$ cat src/hdl/hdj_pkg.sv
package hdj_pkg;

	// Default plate edge length in cells.
	localparam int GRID_SIZE_DEF = 64;

	localparam int CELL_W     = 24;
	localparam int GAIN_W     = 15;
	localparam int SWEEP_W    = 16;
	localparam int OP_W       = 2;
	localparam int COORD_W    = 6;
	localparam int CFG_IDX_W  = 2;
	localparam int CFG_DATA_W = 24;
	localparam int FRAC_W     = 16;

	// Neighbor sum minus four times the center needs two extra bits and a sign.
	localparam int ACC_W  = CELL_W + 3;
	localparam int PROD_W = ACC_W + GAIN_W + 1;

	localparam logic [OP_W-1:0] OP_WRITE = 2'd0;
	localparam logic [OP_W-1:0] OP_RUN   = 2'd1;
	localparam logic [OP_W-1:0] OP_READ  = 2'd2;

	localparam logic [CFG_IDX_W-1:0] CFG_GAIN   = 2'd0;
	localparam logic [CFG_IDX_W-1:0] CFG_HOT    = 2'd1;
	localparam logic [CFG_IDX_W-1:0] CFG_SWEEPS = 2'd2;

	localparam logic [GAIN_W-1:0]  GAIN_RST   = 15'd16384;
	localparam logic [CELL_W-1:0]  HOT_RST    = 24'd6553600;
	localparam logic [SWEEP_W-1:0] SWEEPS_RST = 16'd5000;

	typedef struct packed {
		logic ld_center;
		logic add_nb;
		logic mul;
	} alu_ctrl_t;

endpackage

$ cat src/hdl/hdj_cell_alu.sv
module hdj_cell_alu (
	input  logic                      clk,
	input  hdj_pkg::alu_ctrl_t        ctrl,
	input  logic [hdj_pkg::CELL_W-1:0] rd_data,
	input  logic [hdj_pkg::GAIN_W-1:0] gain,
	output logic [hdj_pkg::CELL_W-1:0] result
);
	import hdj_pkg::*;

	logic        [CELL_W-1:0] center_q;
	logic signed [ACC_W-1:0]  acc_q;
	logic signed [PROD_W-1:0] prod_q;
	logic signed [ACC_W-1:0]  base;
	logic signed [ACC_W-1:0]  addend;
	logic signed [ACC_W-1:0]  acc_sum;
	logic signed [ACC_W-1:0]  delta;
	logic signed [ACC_W:0]    sum_c;

	// One adder serves the whole neighbor sum: the first term is -4*center.
	always_comb begin
		if (ctrl.ld_center) begin
			base   = '0;
			addend = -$signed({1'b0, rd_data, 2'b00});
		end else begin
			base   = acc_q;
			addend = $signed({3'b000, rd_data});
		end
		acc_sum = base + addend;
	end

	always_ff @(posedge clk) begin
		if (ctrl.ld_center) begin
			center_q <= rd_data;
		end
		if (ctrl.ld_center || ctrl.add_nb) begin
			acc_q <= acc_sum;
		end
		if (ctrl.mul) begin
			prod_q <= acc_q * $signed({1'b0, gain});
		end
	end

	// Arithmetic shift floors towards minus infinity, then clamp to the cell range.
	always_comb begin
		delta = prod_q[PROD_W-1:FRAC_W];
		sum_c = $signed({4'b0000, center_q}) + $signed({delta[ACC_W-1], delta});
		if (sum_c[ACC_W]) begin
			result = '0;
		end else if (|sum_c[ACC_W-1:CELL_W]) begin
			result = '1;
		end else begin
			result = sum_c[CELL_W-1:0];
		end
	end
endmodule

$ cat config.mk
export PLATFORM = sky130hd
export DESIGN_NAME = hdj_cell_alu
export DESIGN_NICKNAME = d
export VERILOG_FILES = /design/src/hdl/hdj_pkg.sv /design/src/hdl/hdj_cell_alu.sv
export SDC_FILE = /design/constraint.sdc
export NUM_CORES = 1
export LEC_CHECK = 0
export BUFFER_PORTS_ARGS = -buffer_cell sky130_fd_sc_hd__buf_2
export CAP_MARGIN = 20
export CORE_ASPECT_RATIO = 0.5
export CORE_MARGIN = 10
export CORE_UTILIZATION = 40
export DETAILED_ROUTE_END_ITERATION = 7
export PLACE_DENSITY_LB_ADDON = 0.3
export SETUP_SLACK_MARGIN = 0.3
export SLEW_MARGIN = 20
export SYNTH_ARGS = -nofsm -noshare
export SYNTH_HDL_FRONTEND = slang
export SYNTH_SLANG_ARGS = --single-unit
$ cat constraint.sdc
create_clock -name clk -period 8.53 [get_ports clk]
set_input_delay 1.706 -clock clk [delete_from_list [all_inputs] [get_ports clk]]
set_output_delay 1.706 -clock clk [all_outputs]
set_load 0.03 [all_outputs]
==> impl_results.html <==
<table>
<tr><th>Metric</th><th>Value</th></tr>
<tr><th colspan="2">Floorplan</th></tr>
<tr><td>Initial core utilization</td><td>40.6%</td></tr>
<tr><td>I/O pin count</td><td>67</td></tr>
<tr><td>Die Footprint</td><td>59200 um^2</td></tr>
<tr><td>Number of standard-cell rows in the floorplan</td><td>57</td></tr>
<tr><td>Height of the die</td><td>177 um</td></tr>
<tr><td>Floorplan core area</td><td>48600 um^2</td></tr>
<tr><td>Die extent in x</td><td>334 um</td></tr>
<tr><th colspan="2">Synthesis</th></tr>
<tr><td>Sequential-to-total area share from yosys stat</td><td>11.9%</td></tr>
<tr><td>Main combinational cell family by area after synthesis</td><td>adder cells</td></tr>
<tr><td>Post-synthesis net count</td><td>2673</td></tr>
<tr><td>Multiplexer share of the synthesized area</td><td>1.19%</td></tr>
<tr><td>Post-synthesis instance area</td><td>19700 um^2</td></tr>
<tr><td>Top-count cell post-synth</td><td>sky130_fd_sc_hd__inv_1</td></tr>
<tr><td>Number of cells produced by synthesis</td><td>2088</td></tr>
<tr><td>Synth Area in Adders</td><td>49.2%</td></tr>
<tr><td>Simple-gate area share of the yosys netlist</td><td>15.6%</td></tr>
<tr><td>Synth Area per Inst</td><td>9.45 um^2</td></tr>
<tr><td>Leading cell types by total area after synthesis</td><td>sky130_fd_sc_hd__fa_1 (40%), sky130_fd_sc_hd__edfxtp_1 (12%), sky130_fd_sc_hd__ha_1 (9.6%), sky130_fd_sc_hd__inv_1 (8.3%), sky130_fd_sc_hd__and2_1 (6.0%)</td></tr>
<tr><td>Compound-cell area share of the yosys netlist</td><td>7.91%</td></tr>
<tr><td>Post-synthesis sequential element count</td><td>78</td></tr>
<tr><td>Share of synthesized flip-flops with an asynchronous set or reset</td><td>0%</td></tr>
<tr><td>Leading register cell type out of synthesis</td><td>sky130_fd_sc_hd__edfxtp_1</td></tr>
<tr><td>YS warnings</td><td>0</td></tr>
<tr><td>Count of flip-flops with a built-in enable after synthesis</td><td>78</td></tr>
<tr><td>Dominant cell type by area after synthesis</td><td>sky130_fd_sc_hd__fa_1</td></tr>
<tr><td>XOR/XNOR Fraction of Synth Area</td><td>4.17%</td></tr>
<tr><td>Synth top area share</td><td>39.6%</td></tr>
<tr><td>Yosys cell types</td><td>66</td></tr>
<tr><td>Most frequent cells after synthesis</td><td>sky130_fd_sc_hd__inv_1 (437), sky130_fd_sc_hd__fa_1 (390), sky130_fd_sc_hd__nand2_1 (254), sky130_fd_sc_hd__and2_1 (190), sky130_fd_sc_hd__ha_1 (152)</td></tr>
<tr><th colspan="2">Critical path</th></tr>
<tr><td>Data required time at the worst endpoint</td><td>8610 ps</td></tr>
<tr><td>Type of destination of the critical path</td><td>flop</td></tr>
<tr><td>Crit start category</td><td>input pin</td></tr>
<tr><td>Data arrival at the endpoint of the critical path</td><td>7920 ps</td></tr>
<tr><td>Worst setup path category</td><td>input pin to flop</td></tr>
<tr><td>Logic depth of the worst register-to-register path</td><td>21</td></tr>
<tr><td>Critical Path Fanout Max</td><td>14</td></tr>
<tr><th colspan="2">Placement</th></tr>
<tr><td>Quantity of I/O buffers inserted on ports</td><td>66</td></tr>
<tr><td>HPWL after detailed placement</td><td>37600 um</td></tr>
<tr><td>Placement Setup Slack</td><td>171 ps</td></tr>
<tr><td>RePlAce Congestion</td><td>0.855</td></tr>
<tr><td>Total instance count after detailed placement</td><td>2737</td></tr>
<tr><th colspan="2">STA</th></tr>
<tr><td>Total negative slack for setup checks</td><td>0 ps</td></tr>
<tr><td>Final hold vios</td><td>0</td></tr>
<tr><td>Final max-slew violation count</td><td>0</td></tr>
<tr><td>Worst hold slack after final layout</td><td>1160 ps</td></tr>
<tr><td>Period utilization</td><td>91.9%</td></tr>
<tr><td>Count of endpoints failing setup in the final report</td><td>0</td></tr>
<tr><td>Setup repair after global routing missed its margin</td><td>no</td></tr>
<tr><td>Top achievable clock speed</td><td>0.128 GHz</td></tr>
<tr><td>Worst slew margin relative to its limit</td><td>25.8%</td></tr>
<tr><td>Setup ws final</td><td>689 ps</td></tr>
<tr><td>Worst Tran Pin Value</td><td>1100 ps</td></tr>
<tr><td>Worst setup skew after layout</td><td>9.50 ps</td></tr>
<tr><td>Min Clock Period, post-route</td><td>7840 ps</td></tr>
<tr><th colspan="2">Layout</th></tr>
<tr><td>Net count of the finished layout</td><td>2684</td></tr>
<tr><td>Final Instance Count excl. Fillers</td><td>2753</td></tr>
<tr><td>Share of layout cells above drive strength 1</td><td>6.37%</td></tr>
<tr><td>Count of inserted antenna diode cells</td><td>0</td></tr>
<tr><td>Area growth, synth to finish</td><td>6.35%</td></tr>
<tr><th colspan="2">Routing</th></tr>
<tr><td>Count of TritonRoute iterations in the first routing pass</td><td>5</td></tr>
<tr><td>Average wire length per cell after detail routing</td><td>16.7 um</td></tr>
<tr><td>Routed wire length</td><td>46000 um</td></tr>
<tr><td>Number of vias in the routed layout</td><td>13900</td></tr>
<tr><td>Remaining routing DRC violations</td><td>0</td></tr>
<tr><td>Remaining number of nets flagged by the antenna check after routing</td><td>0</td></tr>
<tr><td>Mean number of vias per cell</td><td>5.03</td></tr>
<tr><td>Initial drt markers</td><td>663</td></tr>
<tr><th colspan="2">CTS</th></tr>
<tr><td>Count of cells resized by post-cts repair</td><td>0</td></tr>
<tr><td>Sink Count</td><td>78</td></tr>
<tr><td>Number of buffers inserted by hold repair at cts</td><td>0</td></tr>
<tr><td>Number of buffers inserted by post-CTS setup repair</td><td>0</td></tr>
<tr><td>Clk Latency, worst-skew pair</td><td>340 ps</td></tr>
<tr><td>Clock H-tree levels</td><td>3</td></tr>
<tr><td>CTS tree</td><td>done</td></tr>
<tr><td>Cts bufs inserted</td><td>9</td></tr>
<tr><td>Max clock buf depth</td><td>2</td></tr>
<tr><td>Clock root buffer master</td><td>sky130_fd_sc_hd__clkbuf_16</td></tr>
<tr><td>Clock transition time at the flip-flop clock pins of the worst setup and hold paths</td><td>60 ps</td></tr>
<tr><th colspan="2">Global routing</th></tr>
<tr><td>Via count of the first global-routing pass</td><td>15000</td></tr>
<tr><td>Grt ovf</td><td>0</td></tr>
<tr><td>Gr usage total</td><td>16.1%</td></tr>
<tr><td>Antenna violations before repair</td><td>0</td></tr>
<tr><td>Pin count of the biggest net entering global routing</td><td>32</td></tr>
<tr><td>Wire length of the first global-routing pass</td><td>77100 um</td></tr>
<tr><th colspan="2">Hold path</th></tr>
<tr><td>Kind of path behind the tightest hold check</td><td>flop to flop</td></tr>
<tr><td>Hold path depth</td><td>2</td></tr>
<tr><th colspan="2">Status</th></tr>
<tr><td>Run status</td><td>finished clean</td></tr>
<tr><th colspan="2">Run</th></tr>
<tr><td>Max-capacitance violation count</td><td>0</td></tr>
</table>
[metal layers]
layer | track usage (%) | up-vias | share of wire, %
met3 | 1.43 | 64 | 2.8
met1 | 20.5 | 7116 | 44
met4 | 4.63 | 0 | 2.8
met5 | 0 | - | 0
met2 | 28.9 | 222 | 51
li1 | - | 6455 | -
[registers in the layout, summed over array words and instances (netlist names)]
signal,flops
acc_q,27
center_q,24
prod_q,27
[layout make-up]
type | instances | area [um^2]
clock inverters | 5 | 60.1
flip-flops and latches | 78 | 2340
multi-input cells | 1488 | 15400
inverters | 437 | 1640
repair buffers | 85 | 483
fillers | 4824 | 27700
clock buffers | 11 | 233
well taps | 649 | 812
[placed cells by master (no fill, tap or decap), types with 3 or more instances in the layout]
master,n
sky130_fd_sc_hd__inv_1,437
sky130_fd_sc_hd__fa_1,390
sky130_fd_sc_hd__nand2_1,254
sky130_fd_sc_hd__and2_1,190
sky130_fd_sc_hd__ha_1,152
sky130_fd_sc_hd__edfxtp_1,78
sky130_fd_sc_hd__buf_2,62
sky130_fd_sc_hd__xnor2_1,61
sky130_fd_sc_hd__a21oi_1,58
sky130_fd_sc_hd__nor2_1,43
sky130_fd_sc_hd__a21o_1,41
sky130_fd_sc_hd__nor2b_1,36
sky130_fd_sc_hd__xor2_1,33
sky130_fd_sc_hd__o211ai_1,24
sky130_fd_sc_hd__o21ai_0,23
sky130_fd_sc_hd__buf_4,21
sky130_fd_sc_hd__nor3_1,20
sky130_fd_sc_hd__mux2_2,20
sky130_fd_sc_hd__nand2b_1,13
sky130_fd_sc_hd__nand3_1,12
sky130_fd_sc_hd__nand4_1,10
sky130_fd_sc_hd__o21a_1,9
sky130_fd_sc_hd__clkbuf_16,9
sky130_fd_sc_hd__a211oi_1,8
sky130_fd_sc_hd__o21bai_1,8
sky130_fd_sc_hd__o21ai_1,7
sky130_fd_sc_hd__and3_1,7
sky130_fd_sc_hd__nor4_1,6
sky130_fd_sc_hd__or3_1,6
sky130_fd_sc_hd__nor3b_1,4
sky130_fd_sc_hd__a31oi_1,4
sky130_fd_sc_hd__a2111oi_0,3
sky130_fd_sc_hd__o2111ai_1,3
sky130_fd_sc_hd__or2_2,3
[final timing paths]
check	from	end	slack (ps)
hold / removal	acc_q[0]	acc_q[0]	1160
hold reg to reg	acc_q[0]	acc_q[0]	1160
setup / recovery	gain[7]	prod_q[42]	690
setup reg to reg	acc_q[10]	prod_q[40]	1490
[stage by stage]
step	instance area, um^2	util (%)
floorplan	19700	-
global placement	20700	42.5
detailed placement	20700	42.5
CTS	21000	43.1
global route	21000	43.2
finish	21000	43.2
[worst max-delay path: stages]
cell                       delay [ps]
sky130_fd_sc_hd__buf_2            330
sky130_fd_sc_hd__buf_4            260
sky130_fd_sc_hd__nand2_1          100
sky130_fd_sc_hd__fa_1             570
sky130_fd_sc_hd__inv_1             50
sky130_fd_sc_hd__fa_1             490
sky130_fd_sc_hd__fa_1             600
sky130_fd_sc_hd__fa_1             450
sky130_fd_sc_hd__fa_1             490
sky130_fd_sc_hd__inv_1             50
sky130_fd_sc_hd__fa_1             470
sky130_fd_sc_hd__inv_1             40
sky130_fd_sc_hd__ha_1             350
sky130_fd_sc_hd__o21ai_0          100
sky130_fd_sc_hd__o21ai_0          200
sky130_fd_sc_hd__o211ai_1         130
sky130_fd_sc_hd__a21oi_1          250
sky130_fd_sc_hd__o22ai_1          180
sky130_fd_sc_hd__a311oi_4         360
sky130_fd_sc_hd__o311ai_2         170
sky130_fd_sc_hd__o21ai_0          290
sky130_fd_sc_hd__a21oi_1          130
sky130_fd_sc_hd__xnor2_1          150
[cells by family after synthesis]
| kind of cell | after synthesis |
|---|---|
| adders and majority gates | 542 |
| muxes | 21 |
| and+or+nand+nor | 612 |
| xor gates and xnor gates | 94 |
| DFF | 78 |
| AOI/OAI and AO/OA | 219 |
| buffers and inverters | 522 |
Power is left out: the tool's default activity adds up to more than one toggle a clock period on the data nets, which glitch-free logic cannot reach.
